--- config.mk ---
export PLATFORM = sky130hd
export DESIGN_NAME = selection_sorter_top
export DESIGN_NICKNAME = d
export VERILOG_FILES = /design/src/design/ssrt_pkg.sv /design/src/design/ssrt_useq.sv /design/src/design/ssrt_dpath.sv /design/src/design/selection_sorter_top.sv
export SDC_FILE = /design/constraint.sdc
export NUM_CORES = 2
export LEC_CHECK = 0
export BUFFER_PORTS_ARGS = -buffer_cell sky130_fd_sc_hd__buf_4
export CORE_UTILIZATION = 45
export CTS_CLUSTER_SIZE = 25
export DETAILED_ROUTE_END_ITERATION = 8
export HOLD_SLACK_MARGIN = 0.03
export SYNTH_ARGS = -nofsm -noshare
export SYNTH_HDL_FRONTEND = slang
export SYNTH_HIERARCHICAL = 1
export SYNTH_SLANG_ARGS = --single-unit
--- constraint.sdc ---
create_clock -name clk_i -period 7 [get_ports clk_i]
set_clock_uncertainty 0.2 [all_clocks]
set_input_delay 1.4 -clock clk_i [delete_from_list [all_inputs] [get_ports clk_i]]
set_output_delay 1.4 -clock clk_i [all_outputs]
set_load 0.02 [all_outputs]
--- src/design/ssrt_pkg.sv ---
`timescale 1ns / 1ps
// ----------------------------------------------------------------------------
// Selection sorter package
// Request types, microcode control word, status flags and the control store.
// ----------------------------------------------------------------------------
package ssrt_pkg;

  typedef struct packed {
    logic signed [31:0] value;
    logic               last;
  } in_req_t;

  typedef struct packed {
    logic signed [31:0] value_res;
    logic               last_res;
  } out_req_t;

  localparam int unsigned UPC_W = 4;

  typedef enum logic [3:0] {
    A_NOP,
    A_LOAD,
    A_SELINIT,
    A_BVAL,
    A_RDSCAN,
    A_CMP,
    A_SWAPRD,
    A_SWAPW1,
    A_SWAPW2,
    A_EMINIT,
    A_EMRD,
    A_EMLD,
    A_CLEAR
  } act_e;

  typedef enum logic [2:0] {
    C_NEVER,
    C_ALWAYS,
    C_WAIT_IN,
    C_POS_DONE,
    C_SCAN_MORE,
    C_OUT_BUSY,
    C_EMIT_MORE
  } cond_e;

  typedef struct packed {
    act_e             act;
    cond_e            cnd;
    logic [UPC_W-1:0] tgt;
  } ctl_t;

  typedef struct packed {
    logic last_acc;
    logic pos_done;
    logic scan_more;
    logic emit_more;
    logic out_busy;
  } stat_t;

  localparam logic [UPC_W-1:0] S_LOAD    = UPC_W'(0);
  localparam logic [UPC_W-1:0] S_SELINIT = UPC_W'(1);
  localparam logic [UPC_W-1:0] S_BVAL    = UPC_W'(2);
  localparam logic [UPC_W-1:0] S_RDSCAN  = UPC_W'(3);
  localparam logic [UPC_W-1:0] S_CMP     = UPC_W'(4);
  localparam logic [UPC_W-1:0] S_SWAPRD  = UPC_W'(5);
  localparam logic [UPC_W-1:0] S_SWAPW1  = UPC_W'(6);
  localparam logic [UPC_W-1:0] S_SWAPW2  = UPC_W'(7);
  localparam logic [UPC_W-1:0] S_EMINIT  = UPC_W'(8);
  localparam logic [UPC_W-1:0] S_EMRD    = UPC_W'(9);
  localparam logic [UPC_W-1:0] S_EMLD    = UPC_W'(10);
  localparam logic [UPC_W-1:0] S_EMNEXT  = UPC_W'(11);
  localparam logic [UPC_W-1:0] S_CLEAR   = UPC_W'(12);

  // Control store: a jump is taken when the condition holds, else fall through.
  function automatic ctl_t ucode(input logic [UPC_W-1:0] addr);
    ctl_t c;
    c = '{act: A_NOP, cnd: C_ALWAYS, tgt: S_LOAD};
    unique case (addr)
      S_LOAD:    c = '{act: A_LOAD,    cnd: C_WAIT_IN,   tgt: S_LOAD};
      S_SELINIT: c = '{act: A_SELINIT, cnd: C_POS_DONE,  tgt: S_EMINIT};
      S_BVAL:    c = '{act: A_BVAL,    cnd: C_NEVER,     tgt: S_LOAD};
      S_RDSCAN:  c = '{act: A_RDSCAN,  cnd: C_NEVER,     tgt: S_LOAD};
      S_CMP:     c = '{act: A_CMP,     cnd: C_SCAN_MORE, tgt: S_RDSCAN};
      S_SWAPRD:  c = '{act: A_SWAPRD,  cnd: C_NEVER,     tgt: S_LOAD};
      S_SWAPW1:  c = '{act: A_SWAPW1,  cnd: C_NEVER,     tgt: S_LOAD};
      S_SWAPW2:  c = '{act: A_SWAPW2,  cnd: C_ALWAYS,    tgt: S_SELINIT};
      S_EMINIT:  c = '{act: A_EMINIT,  cnd: C_NEVER,     tgt: S_LOAD};
      S_EMRD:    c = '{act: A_EMRD,    cnd: C_NEVER,     tgt: S_LOAD};
      S_EMLD:    c = '{act: A_EMLD,    cnd: C_OUT_BUSY,  tgt: S_EMLD};
      S_EMNEXT:  c = '{act: A_NOP,     cnd: C_EMIT_MORE, tgt: S_EMRD};
      S_CLEAR:   c = '{act: A_CLEAR,   cnd: C_ALWAYS,    tgt: S_LOAD};
      default:   c = '{act: A_NOP,     cnd: C_ALWAYS,    tgt: S_LOAD};
    endcase
    return c;
  endfunction

endpackage

--- src/design/ssrt_useq.sv ---
`timescale 1ns / 1ps
// ----------------------------------------------------------------------------
// Selection sorter sequencer
// Step counter over the control store with conditional jumps on status.
// ----------------------------------------------------------------------------
module ssrt_useq (
  input  logic           clk_i,
  input  logic           rst_ni,
  input  ssrt_pkg::stat_t stat_i,
  output ssrt_pkg::ctl_t  ctl_o
);

  logic [ssrt_pkg::UPC_W-1:0] upc_q, upc_d;
  ssrt_pkg::ctl_t             ctl;
  logic                       jump;

  assign ctl   = ssrt_pkg::ucode(upc_q);
  assign ctl_o = ctl;

  always_comb begin
    unique case (ctl.cnd)
      ssrt_pkg::C_NEVER:     jump = 1'b0;
      ssrt_pkg::C_ALWAYS:    jump = 1'b1;
      ssrt_pkg::C_WAIT_IN:   jump = !stat_i.last_acc;
      ssrt_pkg::C_POS_DONE:  jump = stat_i.pos_done;
      ssrt_pkg::C_SCAN_MORE: jump = stat_i.scan_more;
      ssrt_pkg::C_OUT_BUSY:  jump = stat_i.out_busy;
      ssrt_pkg::C_EMIT_MORE: jump = stat_i.emit_more;
      default:               jump = 1'b1;
    endcase
  end

  assign upc_d = jump ? ctl.tgt : upc_q + ssrt_pkg::UPC_W'(1);

  always_ff @(posedge clk_i or negedge rst_ni) begin
    if (!rst_ni) begin
      upc_q <= ssrt_pkg::S_LOAD;
    end else begin
      upc_q <= upc_d;
    end
  end

endmodule

--- src/design/ssrt_dpath.sv ---
`timescale 1ns / 1ps
// ----------------------------------------------------------------------------
// Selection sorter datapath
// Element store, count, position/scan/best indexes and the running minimum.
// ----------------------------------------------------------------------------
module ssrt_dpath #(
  parameter int unsigned MAX_COUNT = 64
) (
  input  logic               clk_i,
  input  logic               rst_ni,
  input  ssrt_pkg::ctl_t     ctl_i,
  input  logic               in_acc_i,
  input  ssrt_pkg::in_req_t  in_req_i,
  input  logic               out_busy_i,
  output ssrt_pkg::stat_t    stat_o,
  output logic signed [31:0] em_value_o,
  output logic               em_last_o
);

  localparam int unsigned CW = $clog2(MAX_COUNT + 1);
  localparam int unsigned IW = $clog2(MAX_COUNT);

  logic signed [31:0] mem_q [MAX_COUNT];
  logic signed [31:0] rd_q;
  logic signed [31:0] bval_q, bval_d;
  logic [CW-1:0]      cnt_q, cnt_d;
  logic [CW-1:0]      pos_q, pos_d;
  logic [CW-1:0]      scan_q, scan_d;
  logic [CW-1:0]      best_q, best_d;
  logic               we;
  logic [IW-1:0]      waddr;
  logic [IW-1:0]      raddr;
  logic signed [31:0] wdata;
  logic               not_full;

  assign not_full = cnt_q < CW'(MAX_COUNT);
  assign raddr    = (ctl_i.act == ssrt_pkg::A_RDSCAN) ? scan_q[IW-1:0] : pos_q[IW-1:0];

  always_comb begin
    cnt_d  = cnt_q;
    pos_d  = pos_q;
    scan_d = scan_q;
    best_d = best_q;
    bval_d = bval_q;
    we     = 1'b0;
    waddr  = pos_q[IW-1:0];
    wdata  = bval_q;
    unique case (ctl_i.act)
      ssrt_pkg::A_LOAD: begin
        pos_d = '0;
        if (in_acc_i && not_full) begin
          we    = 1'b1;
          waddr = cnt_q[IW-1:0];
          wdata = in_req_i.value;
          cnt_d = cnt_q + CW'(1);
        end
      end
      ssrt_pkg::A_SELINIT: begin
        best_d = pos_q;
        scan_d = pos_q + CW'(1);
      end
      ssrt_pkg::A_BVAL: bval_d = rd_q;
      ssrt_pkg::A_CMP: begin
        if (rd_q < bval_q) begin
          bval_d = rd_q;
          best_d = scan_q;
        end
        scan_d = scan_q + CW'(1);
      end
      ssrt_pkg::A_SWAPW1: begin
        we    = 1'b1;
        waddr = best_q[IW-1:0];
        wdata = rd_q;
      end
      ssrt_pkg::A_SWAPW2: begin
        we    = 1'b1;
        pos_d = pos_q + CW'(1);
      end
      ssrt_pkg::A_EMINIT: pos_d = '0;
      ssrt_pkg::A_EMLD: begin
        if (!out_busy_i) begin
          pos_d = pos_q + CW'(1);
        end
      end
      ssrt_pkg::A_CLEAR: cnt_d = '0;
      default: ;
    endcase
  end

  always_ff @(posedge clk_i) begin
    if (we) begin
      mem_q[waddr] <= wdata;
    end
    rd_q   <= mem_q[raddr];
    bval_q <= bval_d;
  end

  always_ff @(posedge clk_i or negedge rst_ni) begin
    if (!rst_ni) begin
      cnt_q  <= '0;
      pos_q  <= '0;
      scan_q <= '0;
      best_q <= '0;
    end else begin
      cnt_q  <= cnt_d;
      pos_q  <= pos_d;
      scan_q <= scan_d;
      best_q <= best_d;
    end
  end

  assign stat_o.last_acc  = in_acc_i && in_req_i.last;
  assign stat_o.pos_done  = (pos_q + CW'(1)) >= cnt_q;
  assign stat_o.scan_more = (scan_q + CW'(1)) < cnt_q;
  assign stat_o.emit_more = pos_q < cnt_q;
  assign stat_o.out_busy  = out_busy_i;

  assign em_value_o = rd_q;
  assign em_last_o  = (pos_q + CW'(1)) == cnt_q;

endmodule

--- src/design/selection_sorter_top.sv ---
`timescale 1ns / 1ps
// ----------------------------------------------------------------------------
// Selection sorter
// Stores a list of signed words, sorts it ascending by selection sort under
// microcode control, and streams the sorted list out.
// ----------------------------------------------------------------------------
//  channel | direction | payload    | handshake
//  in      | input     | in_req_i   | in_valid_i / in_stall_o
//  out     | output    | out_req_o  | out_valid_o / out_stall_i
//
//  Loading takes one request per cycle; the store holds MAX_COUNT elements.
//  After the last request, the list is sorted with one store read per compare
//  step, then emitted one result at a time, waiting out any output stall, with
//  a setup step before emission and a clear step after it.
//  Input stalls from the last request until emission ends.
//  Reset clears the count and sequencer; the store itself is never cleared.
// ----------------------------------------------------------------------------
module selection_sorter_top #(
  parameter int unsigned MAX_COUNT = 64
) (
  input  logic               clk_i,
  input  logic               rst_ni,
  input  logic               in_valid_i,
  output logic               in_stall_o,
  input  ssrt_pkg::in_req_t  in_req_i,
  output logic               out_valid_o,
  input  logic               out_stall_i,
  output ssrt_pkg::out_req_t out_req_o
);

  ssrt_pkg::ctl_t     ctl;
  ssrt_pkg::stat_t    stat;
  ssrt_pkg::out_req_t out_req_q;
  logic               out_valid_q, out_valid_d;
  logic               in_acc;
  logic               out_busy;
  logic               out_load;
  logic signed [31:0] em_value;
  logic               em_last;

  assign in_stall_o = ctl.act != ssrt_pkg::A_LOAD;
  assign in_acc     = in_valid_i && !in_stall_o;
  assign out_busy   = out_valid_q && out_stall_i;
  assign out_load   = (ctl.act == ssrt_pkg::A_EMLD) && !out_busy;

  ssrt_useq u_useq (
    .clk_i  (clk_i),
    .rst_ni (rst_ni),
    .stat_i (stat),
    .ctl_o  (ctl)
  );

  ssrt_dpath #(
    .MAX_COUNT (MAX_COUNT)
  ) u_dpath (
    .clk_i      (clk_i),
    .rst_ni     (rst_ni),
    .ctl_i      (ctl),
    .in_acc_i   (in_acc),
    .in_req_i   (in_req_i),
    .out_busy_i (out_busy),
    .stat_o     (stat),
    .em_value_o (em_value),
    .em_last_o  (em_last)
  );

  always_comb begin
    out_valid_d = out_valid_q;
    if (out_load) begin
      out_valid_d = 1'b1;
    end else if (out_valid_q && !out_stall_i) begin
      out_valid_d = 1'b0;
    end
  end

  always_ff @(posedge clk_i or negedge rst_ni) begin
    if (!rst_ni) begin
      out_valid_q <= 1'b0;
    end else begin
      out_valid_q <= out_valid_d;
    end
  end

  always_ff @(posedge clk_i) begin
    if (out_load) begin
      out_req_q.value_res <= em_value;
      out_req_q.last_res  <= em_last;
    end
  end

  assign out_valid_o = out_valid_q;
  assign out_req_o   = out_req_q;

  a_last_stalls: assert property (@(posedge clk_i) disable iff (!rst_ni)
    (in_acc && in_req_i.last) |=> in_stall_o)
    else $error("input taken after last request");

  a_last_ends_emit: assert property (@(posedge clk_i) disable iff (!rst_ni)
    (out_load && em_last) |=> !stat.emit_more)
    else $error("last result flagged with elements still pending");

  a_no_load_while_sorting: assert property (@(posedge clk_i) disable iff (!rst_ni)
    out_load |-> in_stall_o)
    else $error("result loaded while accepting input");

endmodule

==> reports/results.ini <==
[status]
outcome=finished clean

[yosys]
yosysWarnings=6
syn_inst=5489
synth_nets=5586
synth_area_per_cell_um2=15.6
netlist_area_um2=85700

[cells_and_area]
final_cells=8388
mostFrequentLayoutCell=edfxtp_1
areaGrowthSynthToFinish_pct=14.2
fin_nets=5807
final_cell_mix=edfxtp_1, nand2_1, a21oi_1
drive_gt1_share_pct=15.1
fillers=15200

[cts]
cts_buffer_depth=3
cts_root_buf=clkbuf_16
cts.sinks=2177
cts_max_level=4
clk_latency_ps=880
ctsHoldBuffers=0
cts_buffers=210
cts_setup_buffers=0
cts_tree=built
clk_pin_slew_ps=60
ctsResizeCount=0

[pwr]
power_switching_share_pct=32.4
power.leakage_nw=32.4
power_density_nw_per_um2=378
p_int_mw=25.0
clkPwrFrac_pct=29.8
comb_power_share_pct=23.6
p_seq_share_pct=46.6
switchingPower_mw=12.0
ir_drop_mv=0.311
total_power_mw=37.0

[routing]
drc=0
firstDrtPassIters=7
viasPerCell=6.26
routed_wl_um=276000
wl_per_cell_um=32.9
final_antenna_net_count=0
drt_iter0_markers=7972
vias=52500

[critical_path]
crit_top_cell=nor2_1
max_stage_delay_ps=1060
reg2reg_to=u_dpath/em_value_o[2]
crit_required_ps=7530
path_class=reg -> reg
rr_startpoint=u_useq/upc_q[0]
crit_buf_inv=2
path_cells=ha_1 -> nor2_1 -> a21oi_1 -> o2bb2ai_1 -> nor4b_4 -> buf_4 -> mux2_8 -> buf_12 -> mux4_2 -> a2111oi_0 -> nor3_1 -> nor2_1 -> o311ai_1
rr_worst_depth=13
cp_max_fo=84
endpoint_kind=register
reg2reg_slack_ps=780
cp.arrival_ps=6750
path_delay_family=compound AO/OA/AOI/OAI gates
slowest_stage=a2111oi_0
start_kind=register

[floorplan]
boundaryPins=72
die_width_um=438
start_util_pct=45.5
coreArea_um2=188000
die_height_um=438
rows=159
dieArea_um2=192000

[grt]
overflow=0
grt_pass1_vias=49400
grtUsageTotal_pct=28.5
grt_first_pass_wirelength_um=385000
grt_max_degree=85
antenna_found_initial=13

[job]
max_cap_viol_count=0

[timing]
max_freq_ghz=0.161
drv_slew=0
slew_headroom_pct=10.9
hold_violations=0
worst_hold_slack_ps=265
period_needed_ps=6220
setup_tns_ps=0
period_share_pct=88.8
grt_setup_unrepaired=false
worst_slack_ps=782
setup_viol=0
tightest_slew_ps=1340

[placement]
port_buffers=71
dpl_worst_slack_ps=979
post-place-cells=7993
dp_hpwl_um=165000
routabilityCongestion=0.893

[min_path]
worstHoldPathType=in -> async

-- power groups by stage --
| stage | clock [mW] | combinational (mW) | sequential (mW) |
|---|---|---|---|
| floorplan | 0 | 4.60 | 17.2 |
| finish | 11.0 | 8.74 | 17.3 |
| global route | 11.6 | 9.11 | 17.3 |
| global placement | 0 | 8.40 | 17.5 |
| CTS | 11.1 | 8.56 | 17.2 |
| detailed placement | 0 | 8.55 | 17.5 |
-- through the flow --
stage	instance area, um^2	util (%)
finish	97900	52.0
global placement	91300	48.4
global route	97900	52.0
floorplan	85700	-
detailed placement	91300	48.5
CTS	97900	52.0
-- flip-flops by register name (all words and copies together) (netlist names) --
register	cells
u_dpath/scan_q	7
u_dpath/bval_q	32
u_dpath/mem_q	2048
u_dpath/em_value_o	32
u_dpath/best_q	6
out_req_o	33
u_dpath/pos_q	7
u_useq/upc_q	4
u_dpath/cnt_q	7
out_valid_o	1
-- layout make-up --
class	count	area, um^2	area share [%]
timing repair buffer	339	2900	2.96
inverter	49	184	0.188
clock buffer	285	5730	5.85
multi-input combinational	2933	20200	20.6
sequential	2177	64900	66.3
clock inverter	105	877	0.896
antenna	5	12.5	0.0128
tap	2495	3120	3.19
-- routing by layer --
| layer | GRT usage, % | part of all wire, % | routed length [um] |
|---|---|---|---|
| met3 | 6.46 | 12 | 32100 |
| met4 | 12.5 | 4.7 | 13100 |
| met1 | 39.7 | 39 | 107000 |
| met5 | 0 | 0.020 | 55 |
| met2 | 42.9 | 45 | 124000 |
-- how the worst max path moves through the flow --
| stage | start | slack (ps) | endpoint | depth (start not counted) |
|---|---|---|---|---|
| finish | u_useq/upc_q[0] | 780 | u_dpath/em_value_o[2] | 13 |
| detailed placement | u_useq/upc_q[0] | 980 | u_dpath/em_value_o[2] | 13 |
| floorplan | u_useq/upc_q[0] | 1980 | u_dpath/mem_q[19][0] | 13 |
| global route | u_useq/upc_q[0] | 310 | u_dpath/em_value_o[2] | 13 |
| CTS | u_useq/upc_q[0] | 930 | u_dpath/em_value_o[2] | 13 |
| global placement | u_useq/upc_q[1] | 560 | u_dpath/em_value_o[30] | 14 |
(Power assumes the default switching activity.)
